$ cat config.mk
export PLATFORM = sky130hd
export DESIGN_NAME = nvme_io_queue_host_engine_top
export DESIGN_NICKNAME = d
export VERILOG_FILES = /design/src/rtl/nvqh_pkg.sv /design/src/rtl/nvqh_csr.sv /design/src/rtl/nvqh_engine.sv /design/src/rtl/nvme_io_queue_host_engine_top.sv
export SDC_FILE = /design/constraint.sdc
export NUM_CORES = 1
export LEC_CHECK = 0
export BUFFER_PORTS_ARGS = -buffer_cell sky130_fd_sc_hd__buf_2
export CELL_PAD_IN_SITES_DETAIL_PLACEMENT = 0
export CELL_PAD_IN_SITES_GLOBAL_PLACEMENT = 1
export CORE_MARGIN = 3
export CORE_UTILIZATION = 46
export CTS_CLUSTER_SIZE = 8
export DETAILED_ROUTE_END_ITERATION = 7
export GPL_TIMING_DRIVEN = 0
export PLACE_DENSITY_LB_ADDON = 0.2
export SETUP_SLACK_MARGIN = 0.4
export SKIP_LAST_GASP = 1
export SLEW_MARGIN = 20
export SYNTH_ARGS = -nofsm -noshare
export SYNTH_HDL_FRONTEND = slang
export SYNTH_SLANG_ARGS = --single-unit
export TNS_END_PERCENT = 1
$ cat constraint.sdc
create_clock -name clock -period 21.1 [get_ports clock]
set_clock_uncertainty 0.1 [all_clocks]
set_input_delay 0 -clock clock [delete_from_list [all_inputs] [get_ports clock]]
set_output_delay 0 -clock clock [all_outputs]
set_load 0.02 [all_outputs]
$ cat src/rtl/nvqh_pkg.sv
// shared types and constants for the nvme i/o queue host engine
`timescale 1ns / 1ps
`default_nettype none
package nvqh_pkg;

   // request command codes
   localparam logic [1:0] CMD_READ       = 2'd0;
   localparam logic [1:0] CMD_WRITE      = 2'd1;
   localparam logic [1:0] CMD_COMPLETION = 2'd2;

   // result outcome codes
   localparam logic [1:0] OUTCOME_SUBMITTED = 2'd0;
   localparam logic [1:0] OUTCOME_SUCCESS   = 2'd1;
   localparam logic [1:0] OUTCOME_ERROR     = 2'd2;
   localparam logic [1:0] OUTCOME_PENDING   = 2'd3;

   // submission opcodes
   localparam logic [7:0] OPC_READ  = 8'h02;
   localparam logic [7:0] OPC_WRITE = 8'h01;

   // register indexes
   localparam logic REG_DOORBELL_STRIDE = 1'b0;

   // doorbell layout and field widths
   localparam logic [18:0] DOORBELL_BASE = 19'h01000;
   localparam int          PAGE_SHIFT    = 12;
   localparam int          SECTOR_SHIFT  = 9;
   localparam int          DB_VALUE_W    = 12;
   localparam int          STATUS_W      = 15;

   typedef struct packed {
      logic [1:0]  cmd;
      logic [63:0] lba;
      logic [16:0] sector_count;
      logic [63:0] buffer_address;
      logic [15:0] completion_status;
   } req_type;

   typedef struct packed {
      logic [1:0]  outcome;
      logic [7:0]  entry_opcode;
      logic [15:0] entry_command_id;
      logic [63:0] entry_prp_first;
      logic [63:0] entry_prp_second;
      logic [63:0] entry_lba;
      logic [15:0] entry_count_less_one;
      logic [18:0] doorbell_offset;
      logic [11:0] doorbell_value;
      logic [14:0] status_code;
   } rsp_type;

endpackage
`default_nettype wire

$ cat src/rtl/nvqh_csr.sv
// apb register block holding the doorbell stride
`timescale 1ns / 1ps
`default_nettype none
module nvqh_csr (
   input  wire logic        clock,
   input  wire logic        reset,
   input  wire logic        psel,
   input  wire logic        penable,
   input  wire logic        pwrite,
   input  wire logic [2:0]  paddr,
   input  wire logic [31:0] pwdata,
   output logic      [31:0] prdata,
   output logic             pready,
   output logic      [3:0]  doorbell_stride
);

   logic [3:0] stride_ff;
   logic [3:0] stride_in;
   logic       write_hit;

   assign pready = 1'b1;
   assign write_hit = psel & penable & pwrite;

   // register write decode
   always_comb begin
      stride_in = stride_ff;
      if (write_hit) begin
         unique case (paddr[2])
            nvqh_pkg::REG_DOORBELL_STRIDE: stride_in = pwdata[3:0];
            default: stride_in = stride_ff;
         endcase
      end
   end

   always_ff @(posedge clock) begin
      if (reset) begin
         stride_ff <= 4'd0;
      end else begin
         stride_ff <= stride_in;
      end
   end

   // register read decode
   always_comb begin
      unique case (paddr[2])
         nvqh_pkg::REG_DOORBELL_STRIDE: prdata = {28'd0, stride_ff};
         default: prdata = 32'd0;
      endcase
   end

   assign doorbell_stride = stride_ff;

endmodule
`default_nettype wire

$ cat src/rtl/nvqh_engine.sv
// queue pointers, phase and command id, and the per-transaction result logic
`timescale 1ns / 1ps
`default_nettype none
module nvqh_engine #(
   parameter int QUEUE_DEPTH = 64
) (
   input  wire logic              clock,
   input  wire logic              reset,
   input  wire logic [3:0]        doorbell_stride,
   input  wire logic              advance,
   input  wire nvqh_pkg::req_type item,
   output nvqh_pkg::rsp_type      result
);

   localparam int PTR_W = (QUEUE_DEPTH > 1) ? $clog2(QUEUE_DEPTH) : 1;

   logic [PTR_W-1:0] tail_ff;
   logic [PTR_W-1:0] tail_in;
   logic [PTR_W-1:0] head_ff;
   logic [PTR_W-1:0] head_in;
   logic             phase_ff;
   logic             phase_in;
   logic [15:0]      cmd_id_ff;
   logic [15:0]      cmd_id_in;

   logic [PTR_W-1:0] tail_next;
   logic [PTR_W-1:0] head_next;
   logic [18:0]      spacing;
   logic [18:0]      sq_bell;
   logic [18:0]      cq_bell;
   logic [63:0]      span_end;
   logic             page_cross;
   logic [63:0]      prp_second;
   logic [14:0]      code;

   // ring pointer increment with wrap at the queue depth
   function automatic logic [PTR_W-1:0] ring_next(input logic [PTR_W-1:0] v);
      logic [PTR_W:0] sum;
      sum = {1'b0, v} + {{PTR_W{1'b0}}, 1'b1};
      if (sum >= (PTR_W + 1)'(QUEUE_DEPTH)) begin
         return '0;
      end
      return sum[PTR_W-1:0];
   endfunction

   assign tail_next = ring_next(tail_ff);
   assign head_next = ring_next(head_ff);

   // doorbell offsets for queue 1 tail and head
   assign spacing = 19'd4 << doorbell_stride;
   assign sq_bell = nvqh_pkg::DOORBELL_BASE + (spacing << 1);
   assign cq_bell = nvqh_pkg::DOORBELL_BASE + (spacing << 1) + spacing;

   // page crossing test on the exclusive end address
   assign span_end   = item.buffer_address + {38'd0, item.sector_count, 9'd0};
   assign page_cross = span_end[63:nvqh_pkg::PAGE_SHIFT]
                       != item.buffer_address[63:nvqh_pkg::PAGE_SHIFT];
   assign prp_second = page_cross ?
                       {item.buffer_address[63:nvqh_pkg::PAGE_SHIFT] + 52'd1, 12'd0} :
                       64'd0;
   assign code = item.completion_status[15:1];

   // result and next state
   always_comb begin
      result    = '0;
      tail_in   = tail_ff;
      head_in   = head_ff;
      phase_in  = phase_ff;
      cmd_id_in = cmd_id_ff;
      result.outcome = nvqh_pkg::OUTCOME_PENDING;
      case (item.cmd) inside
         nvqh_pkg::CMD_READ, nvqh_pkg::CMD_WRITE: begin
            result.outcome      = nvqh_pkg::OUTCOME_SUBMITTED;
            result.entry_opcode = (item.cmd == nvqh_pkg::CMD_READ) ?
                                  nvqh_pkg::OPC_READ : nvqh_pkg::OPC_WRITE;
            result.entry_command_id     = cmd_id_ff;
            result.entry_prp_first      = item.buffer_address;
            result.entry_prp_second     = prp_second;
            result.entry_lba            = item.lba;
            result.entry_count_less_one = item.sector_count[15:0] - 16'd1;
            result.doorbell_offset      = sq_bell;
            result.doorbell_value       = nvqh_pkg::DB_VALUE_W'(tail_next);
            cmd_id_in = cmd_id_ff + 16'd1;
            tail_in   = tail_next;
         end
         nvqh_pkg::CMD_COMPLETION: begin
            if (item.completion_status[0] == phase_ff) begin
               result.outcome = (code == '0) ? nvqh_pkg::OUTCOME_SUCCESS :
                                               nvqh_pkg::OUTCOME_ERROR;
               result.doorbell_offset = cq_bell;
               result.doorbell_value  = nvqh_pkg::DB_VALUE_W'(head_next);
               result.status_code     = code;
               head_in = head_next;
               if (head_next == '0) begin
                  phase_in = ~phase_ff;
               end
            end
         end
         default: begin
            result.outcome = nvqh_pkg::OUTCOME_PENDING;
         end
      endcase
   end

   // state update when a transaction moves to the result register
   always_ff @(posedge clock) begin
      if (reset) begin
         tail_ff   <= '0;
         head_ff   <= '0;
         phase_ff  <= 1'b1;
         cmd_id_ff <= 16'd0;
      end else if (advance) begin
         tail_ff   <= tail_in;
         head_ff   <= head_in;
         phase_ff  <= phase_in;
         cmd_id_ff <= cmd_id_in;
      end
   end

endmodule
`default_nettype wire

$ cat src/rtl/nvme_io_queue_host_engine_top.sv
// top level of the nvme i/o queue host engine
`timescale 1ns / 1ps
`default_nettype none
// Host side of NVMe I/O queue pair 1. A read or write request becomes one
// submission entry (opcode, rolling command id, PRP1, PRP2 when the transfer
// end address falls in a different 4 KiB page, LBA, zero-based count) plus the
// submission tail doorbell offset and new tail. A completion request carries
// the status half-word at the head; on a phase match the head advances, the
// phase flips on wrap, and the head doorbell and status come back, otherwise
// the result reads pending. One transaction per cycle is sustained while
// rsp_ready drains the result register: each passes an input register,
// one level of pointer, compare and add logic, and a result register that
// drives the result port. The doorbell stride register sits at APB address
// 0; it must be written by the user only while idle, which the block does not enforce.
module nvme_io_queue_host_engine_top #(
   parameter int QUEUE_DEPTH = 64
) (
   input  wire logic              clock,
   input  wire logic              reset,
   input  wire logic              req_valid,
   output logic                   req_ready,
   input  wire nvqh_pkg::req_type req_data,
   output logic                   rsp_valid,
   input  wire logic              rsp_ready,
   output nvqh_pkg::rsp_type      rsp_data,
   input  wire logic              psel,
   input  wire logic              penable,
   input  wire logic              pwrite,
   input  wire logic [2:0]        paddr,
   input  wire logic [31:0]       pwdata,
   output logic      [31:0]       prdata,
   output logic                   pready
);

   logic              in_valid_ff;
   logic              in_valid_in;
   nvqh_pkg::req_type in_data_ff;
   logic              out_valid_ff;
   logic              out_valid_in;
   nvqh_pkg::rsp_type out_data_ff;
   nvqh_pkg::rsp_type result;
   logic [3:0]        doorbell_stride;
   logic              out_move;
   logic              advance;
   logic              req_fire;

   nvqh_csr u_csr (
      .clock           (clock),
      .reset           (reset),
      .psel            (psel),
      .penable         (penable),
      .pwrite          (pwrite),
      .paddr           (paddr),
      .pwdata          (pwdata),
      .prdata          (prdata),
      .pready          (pready),
      .doorbell_stride (doorbell_stride)
   );

   nvqh_engine #(
      .QUEUE_DEPTH (QUEUE_DEPTH)
   ) u_engine (
      .clock           (clock),
      .reset           (reset),
      .doorbell_stride (doorbell_stride),
      .advance         (advance),
      .item            (in_data_ff),
      .result          (result)
   );

   // pipeline flow control
   assign out_move  = ~out_valid_ff | rsp_ready;
   assign advance   = in_valid_ff & out_move;
   assign req_ready = ~in_valid_ff | out_move;
   assign req_fire  = req_valid & req_ready;

   always_comb begin
      in_valid_in = in_valid_ff;
      if (req_fire) begin
         in_valid_in = 1'b1;
      end else if (advance) begin
         in_valid_in = 1'b0;
      end
      out_valid_in = out_valid_ff;
      if (advance) begin
         out_valid_in = 1'b1;
      end else if (rsp_ready) begin
         out_valid_in = 1'b0;
      end
   end

   // valid flags
   always_ff @(posedge clock) begin
      if (reset) begin
         in_valid_ff  <= 1'b0;
         out_valid_ff <= 1'b0;
      end else begin
         in_valid_ff  <= in_valid_in;
         out_valid_ff <= out_valid_in;
      end
   end

   // payload registers
   always_ff @(posedge clock) begin
      if (req_fire) begin
         in_data_ff <= req_data;
      end
      if (advance) begin
         out_data_ff <= result;
      end
   end

   assign rsp_valid = out_valid_ff;
   assign rsp_data  = out_data_ff;

   // a submitted entry always carries a read or write opcode and no status
   assert property (@(posedge clock) disable iff (reset)
      (rsp_valid && rsp_data.outcome == nvqh_pkg::OUTCOME_SUBMITTED) |->
      ((rsp_data.entry_opcode == nvqh_pkg::OPC_READ ||
        rsp_data.entry_opcode == nvqh_pkg::OPC_WRITE) && rsp_data.status_code == '0))
      else $error("submitted entry with bad opcode or nonzero status");

   // a pending result rings no doorbell
   assert property (@(posedge clock) disable iff (reset)
      (rsp_valid && rsp_data.outcome == nvqh_pkg::OUTCOME_PENDING) |->
      (rsp_data.doorbell_offset == '0 && rsp_data.doorbell_value == '0))
      else $error("pending result carries a doorbell");

   // a held input transaction is not dropped while the result side stalls
   assert property (@(posedge clock) disable iff (reset)
      (in_valid_ff && !out_move) |=> (in_valid_ff && $stable(in_data_ff)))
      else $error("input stage lost a stalled transaction");

   // the input side is open whenever the input register is empty
   assert property (@(posedge clock) disable iff (reset)
      !in_valid_ff |-> req_ready)
      else $error("input stage empty but not ready");

endmodule
`default_nettype wire
==> run metrics, run 1 <==
number of cells on the worst reg-to-reg path=11; post-route ant nets=0; Non-Filler Cell Area, Final=0.02659 mm^2; Critical Path AT=4420 ps; final clock period utilization by the worst path=19.88%; kind of critical path=reg2reg; clock tree from TritonCTS=done; post-cts gate resize count=0; unrepaired setup endpoints after global routing=false; Floorplan Core Area=0.04223 mm^2; vias per inst=5.138; Non-Filler Instances=2764; DRC viols=0; post-placement cell area=0.02297 mm^2; power per standard cell area=84.64 mW/mm^2; initial antenna violation count=2; average detailed-routed wire length per instance=19.79 um; fin crit period=4195 ps; Post-Place Cells=2488; starting utilization of the core area=46.83%; worst setup path endpoint=rsp_data[43]; root buffer cell=sky130_fd_sc_hd__clkbuf_16; highest clock frequency the design can meet=0.2384 GHz; Critical Path RT=21320 ps; Max-Slew Margin vs Limit=32.14%; Final TNS setup=0 ps; clock insertion delay at the later pin of the skew report=570 ps; Max-Cap Viols=0; area share of the leading cell type in the synthesized netlist=63.33%; R2R Path End=rsp_data[43]; clock buffer count from CTS=66; Reg-to-Reg Start=u_csr.doorbell_stride[0]; PortBufs=433; chip height=213.3 um; number of warnings reported in the yosys synthesis log=0; ratio of cells with drive above 1 in the final layout=27.47%; total of flip-flops plus latches after synthesis=452; via count of the first global-routing pass=14.31k; first-pass GRT wire length=81830 um; status=complete, no violations; transition time of the tightest slew-check pin=1009 ps; leakage power=10.42 nW; CTS hold repair buffers=176; number of enable flip-flop cells after synthesis=417; final net count=2437; die width=213.3 um; post-synthesis instance area=0.01977 mm^2; number of pins with negative max-slew slack in the final report=0; number of clock sinks seen by CTS=452; post-CTS setup repair buffer count=0; share of synthesized flip-flops with an asynchronous set or reset=0%; number of I/O pins=520; minimum setup slack among reg-to-reg paths=16900 ps; critical path launch point=u_csr.doorbell_stride[0]; DRC violation total after the first TritonRoute iteration=948; Max H-tree Level=3; post-synthesis instance total=1458; Max Buffers Root-to-Sink=3; element type at the critical path start=register; most frequent cells after synthesis=417 x sky130_fd_sc_hd__edfxtp_1, 145 x sky130_fd_sc_hd__nor2b_1, 103 x sky130_fd_sc_hd__nor2_1; area leader, netlist=sky130_fd_sc_hd__edfxtp_1; estimated wirelength of the detail-placed design=37800 um; Syn Area/Cell=13.56 um^2; Layout fillers=3228; Rows=75; final weighted congestion in routability-driven placement=0.8730; proportion of synthesized chip area in sequential cells=66.87%; routed wire length=54700 um; detailed-router iteration count before antenna repair=7; area added between synthesis and finish=34.49%; kind of capture point of the worst setup path=register; GRT Resource Usage Total=23.52%; crit path max fanout=10; final number of hold-violating endpoints=0; floorplan die area=0.04551 mm^2; clock transition at the register clock pins on the worst setup and hold paths after CTS=50 ps; main flop type after synthesis=sky130_fd_sc_hd__edfxtp_1; class of the most critical hold timing path=in2reg; worst slack on hold paths=42.00 ps; count leader, synth=sky130_fd_sc_hd__edfxtp_1; Setup Viol. Count Final=0; largest cells by area after synthesis=sky130_fd_sc_hd__edfxtp_1 63%, sky130_fd_sc_hd__nor2b_1 4.6%, sky130_fd_sc_hd__dfxtp_1 3.5%; largest net degree at the start of global routing=96; Max VDD drop=0.06197 mV; vias=14.20k; number of distinct library cells after synthesis=72; overall overflow remaining after global route=0
==> power breakdown <==
| group | total [mW] | leakage (nW) | switching, mW | internal (mW) |
|---|---|---|---|---|
| sequential | 1.05 | 4.29 | 0.0223 | 1.03 |
| clock | 0.961 | 0.899 | 0.374 | 0.587 |
| combinational | 0.236 | 5.23 | 0.141 | 0.0945 |
| total | 2.25 | 10.4 | 0.538 | 1.71 |
==> how the worst min path moves through the flow <==
stage	cells after the start	startpoint	end	slack, ps
CTS	2	req_data[6]	in_data_ff[6]	5
global route	2	req_data[128]	in_data_ff[128]	30
global placement	1	req_data[44]	in_data_ff[44]	80
detailed placement	1	req_data[37]	in_data_ff[37]	80
finish	2	req_data[48]	in_data_ff[48]	40
floorplan	1	paddr[2]	prdata[0]	-20
==> registers in the layout, summed over array words and instances (netlist names) <==
register,cells
in_valid_ff,1
rsp_valid,1
u_engine.phase_ff,1
in_data_ff,163
u_engine.head_ff,6
u_csr.doorbell_stride,4
u_engine.cmd_id_ff,16
rsp_data,254
u_engine.tail_ff,6
==> critical path: stages, from the launching register on <==
cell,delay [ps]
sky130_fd_sc_hd__dfxtp_1,380
sky130_fd_sc_hd__clkbuf_1,370
sky130_fd_sc_hd__nand2b_1,180
sky130_fd_sc_hd__nor3_1,380
sky130_fd_sc_hd__ha_1,330
sky130_fd_sc_hd__a211o_1,280
sky130_fd_sc_hd__a2111oi_0,630
sky130_fd_sc_hd__o31ai_1,260
sky130_fd_sc_hd__o211a_1,300
sky130_fd_sc_hd__o21a_1,180
sky130_fd_sc_hd__or3_1,300
sky130_fd_sc_hd__a32o_1,250
==> logic make-up (layout without fill, tap and decap cells) <==
family / after synthesis / count (layout) / synth area share, %
adders and majority gates: 39 / 39 / 2.506
DFF: 452 / 452 / 66.87
and+or+nand+nor: 502 / 502 / 13.83
other: 2 / 56 / 0.03798
AOI/OAI and AO/OA: 207 / 207 / 7.511
xor gates and xnor gates: 108 / 108 / 4.784
buffers and inverters: 140 / 853 / 4.062
muxes: 8 / 8 / 0.4050
==> stage by stage <==
stage	total power, mW	utilization (%)	worst slack (ps)
CTS	2.271	62.97	16930
floorplan	1.203	-	13690
global route	2.331	62.98	16580
global placement	1.283	54.03	10710
detailed placement	1.277	54.39	16970
finish	2.251	62.98	16900
==> routing by layer <==
| metal | GRT usage, % | vias up | routed length [um] |
|---|---|---|---|
| met3 | 5.282 | 121 | 3579 |
| met1 | 30.67 | 6851 | 22350 |
| li1 | - | 6739 | - |
| met4 | 10.32 | 2 | 2366 |
| met5 | 0 | - | 13 |
| met2 | 38.16 | 488 | 26380 |
==> cell type report <==
class / instances / area (um^2) / area share [%]
Antenna cell: 1 / 2.502 / 0.009410
Buffer: 121 / 733.2 / 2.757
Clock buffer: 93 / 1795 / 6.751
Clock inverter: 6 / 66.31 / 0.2494
Inverter: 19 / 78.83 / 0.2964
Multi-Input combinational cell: 919 / 5954 / 22.39
Sequential cell: 452 / 13220 / 49.72
Tap cell: 539 / 674.4 / 2.536
Timing Repair Buffer: 614 / 4066 / 15.29
==> cell usage in the layout (no fill, tap or decap), drive strengths merged, types with 3 or more instances in the layout <==
cell type / n
xor2: 52
and4: 13
o32ai: 3
o21ai: 24
o31a: 3
inv: 23
nand4: 18
nor2: 103
conb: 55
a211oi: 54
dlygate4sd3: 176
mux2i: 8
a21oi: 43
or3: 17
a22o: 4
a31oi: 6
o22ai: 10
or4: 3
or2: 7
nor3: 28
nor3b: 3
o21a: 9
ha: 38
nand3: 35
a21boi: 3
nand2b: 10
nor2b: 145
xnor2: 56
a21o: 12
buf: 507
a32o: 3
dfxtp: 35
nor4: 14
o31ai: 6
clkbuf: 144
and3: 13
edfxtp: 417
nand2: 64
and2: 22
Power figures use the tool's default switching activity.
==> inputs of run 2 (changes only) <==
CORE_UTILIZATION = 42   (was 46)
clock period = 4.34 ns   (was 21.1 ns; I/O delays follow)
==> run 2 against run 1 <==
Die area increased by 9.3%. Utilization decreased by 4.4 points. Combinational power increased to 5.0 times the previous value. Worst hold slack got worse by 6.9 ps. Power increased to 4.8 times the previous value. Routed wire length increased by 0.43%. Maximum frequency increased by 9.6%. Sequential cell count unchanged. Critical path type unchanged. Register-to-register slack got worse by 16000 ps. Global-route usage decreased by 1.8 points. Final cell count increased by 2.7%.
==> run metrics, run 2 (synthesized netlist as in run 1, its figures left out) <==
most common cell after layout, fill and taps aside=sky130_fd_sc_hd__buf_2; power per standard cell area=405.3 mW/mm^2 (+380%); DRC violation total after the first TritonRoute iteration=803 (-15%); routed wire length=54930 um (+0.43%); first-pass GRT wire length=83510 um (+2.0%); floorplan die area=0.04972 mm^2 (+9.3%); number of pins with negative max-slew slack in the final report=0 (unchanged); overall overflow remaining after global route=0 (unchanged); Critical Path RT=4530 ps (-16790 ps); Setup Viol. Count Final=0 (unchanged); Reg-to-Reg Start=in_data_ff[28]; final number of hold-violating endpoints=0 (unchanged); highest clock frequency the design can meet=0.2613 GHz (+9.6%); Post-Place Cells=2556 (+2.7%); number of clock sinks seen by CTS=452 (unchanged); clock transition at the register clock pins on the worst setup and hold paths after CTS=50 ps (about the same); post-CTS setup repair buffer count=0 (unchanged); DRC viols=0 (unchanged); Max H-tree Level=3 (unchanged); root buffer cell=sky130_fd_sc_hd__clkbuf_16; fin crit period=3827 ps (-367.7 ps); final clock period utilization by the worst path=88.19% (+68 points); hold path start=req_data[41]; final net count=2456 (+0.78%); minimum setup slack among reg-to-reg paths=510 ps (-16390 ps); GRT Resource Usage Total=21.71% (-1.8 points); worst slack after detailed placement=30.80 ps (-16940 ps); area added between synthesis and finish=36.07%; Non-Filler Instances=2838 (+2.7%); worst slack on hold paths=35.06 ps (-6.943 ps); detailed-router iteration count before antenna repair=5 (-2); Max-Cap Viols=0 (unchanged); setup ws final=512.6 ps (-16390 ps); Max-Slew Margin vs Limit=25.66% (-6.5 points); number of I/O pins=520 (unchanged); max FFs per register=254 (unchanged); clock buffer count from CTS=66 (unchanged); Max Buffers Root-to-Sink=3 (unchanged); PortBufs=433 (unchanged); vias=14.22k (+0.13%); ratio of cells with drive above 1 in the final layout=27.96% (+0.49 points); unrepaired setup endpoints after global routing=true; clock tree from TritonCTS=done; leakage power=10.52 nW (+0.96%); final weighted congestion in routability-driven placement=0.8268 (-5.3%); estimated wirelength of the detail-placed design=39300 um (+4.0%); element type at the critical path start=register; R2R Path End=rsp_data[155]; largest net degree at the start of global routing=53 (-45%); clock insertion delay at the later pin of the skew report=580 ps (about the same); transition time of the tightest slew-check pin=1115 ps (+106.4 ps); vias per inst=5.010 (-2.5%); class of the most critical hold timing path=in2reg; Max VDD drop=0.3926 mV (+530%); via count of the first global-routing pass=14.35k (+0.24%); commonest cells after routing, fill and taps aside=438 x sky130_fd_sc_hd__buf_2, 417 x sky130_fd_sc_hd__edfxtp_1, 188 x sky130_fd_sc_hd__dlygate4sd3_1; kind of capture point of the worst setup path=register; Critical Path AT=4020 ps (-400 ps); kind of critical path=reg2reg; post-route ant nets=0 (unchanged); Floorplan Core Area=0.04597 mm^2 (+8.9%); Non-Filler Cell Area, Final=0.02691 mm^2 (+1.2%); status=complete, no violations; starting utilization of the core area=43.02% (-3.8 points); cell count of the worst hold path=2 (unchanged); average detailed-routed wire length per instance=19.36 um (-2.2%); chip height=223.0 um (+4.5%); post-placement cell area=0.02318 mm^2 (+0.92%); die width=223.0 um (+4.5%); crit path max fanout=10 (unchanged); endpoint with the worst hold slack=in_data_ff[41]; number of cells on the worst reg-to-reg path=9 (-2); Rows=78 (+4.0%); initial antenna violation count=3 (+1); Layout fillers=3671 (+14%)
-- run 2: routing by layer --
metal / up-vias / global-route usage [%] / routed length, um
met1: 6876 / 27.43 / 22670
met4: 0 / 7.998 / 1933
met5: - / 0 / 0
met2: 466 / 36.19 / 26780
met3: 102 / 5.566 / 3546
li1: 6775 / - / -
-- run 2: report_power, final --
part / switching, mW / leakage, nW / internal (mW)
sequential: 0.109 / 4.29 / 5.02
combinational: 0.685 / 5.34 / 0.480
clock: 1.82 / 0.884 / 2.79
-- run 2: worst max-delay path by stage --
stage | startpoint | slack (ps) | cells after the start | endpoint
6_report | in_data_ff[28] | 510 | 9 | rsp_data[155]
3_3_place_gp | rsp_valid | -2810 | 7 | u_engine.head_ff[0]
2_1_floorplan | rsp_valid | -780 | 7 | u_engine.head_ff[0]
4_1_cts | u_csr.doorbell_stride[2] | 350 | 11 | rsp_data[45]
3_5_place_dp | u_csr.doorbell_stride[0] | 30 | 11 | rsp_data[45]
5_1_grt | u_csr.doorbell_stride[3] | 340 | 12 | rsp_data[44]
-- run 2: layout make-up --
cell class | count | area [um^2] | share of cell area [%]
clock buffer | 85 | 1744 | 6.483
sequential | 452 | 13230 | 49.16
tap | 600 | 750.7 | 2.790
antenna | 3 | 7.507 | 0.02790
multi-input combinational | 919 | 5988 | 22.26
timing repair buffer | 633 | 4307 | 16.01
inverter | 19 | 75.07 | 0.2790
clock inverter | 6 | 71.32 | 0.2651
buffer | 121 | 735.7 | 2.734
-- run 2: per-stage QoR --
step,total power [mW],utilization (%),TNS [ps]
after floorplan,5.839,-,-285980
after global routing,11.30,58.53,0
after global placement,6.229,49.85,-1075540
final,10.90,58.53,0
after CTS,11.02,58.50,0
after detailed placement,6.225,50.42,0
-- run 2: critical path, stage by stage, from the launching register on --
cell and delay [ps]:
sky130_fd_sc_hd__edfxtp_1 530, sky130_fd_sc_hd__ha_1 320, sky130_fd_sc_hd__or3_1 430, sky130_fd_sc_hd__o221ai_1 330, sky130_fd_sc_hd__a21o_1 190, sky130_fd_sc_hd__a311oi_1 160
sky130_fd_sc_hd__o31a_1 360, sky130_fd_sc_hd__a211oi_4 500, sky130_fd_sc_hd__clkbuf_1 440, sky130_fd_sc_hd__a211oi_1 170
-- run 2: timing repair --
item                                   CTS  global route
endpoints found under the hold margin  198             0
pin swaps                                0             0
gates cloned                             0             0
resized for setup                        4             5
setup endpoints to repair               36            32
hold buffers                           188             0
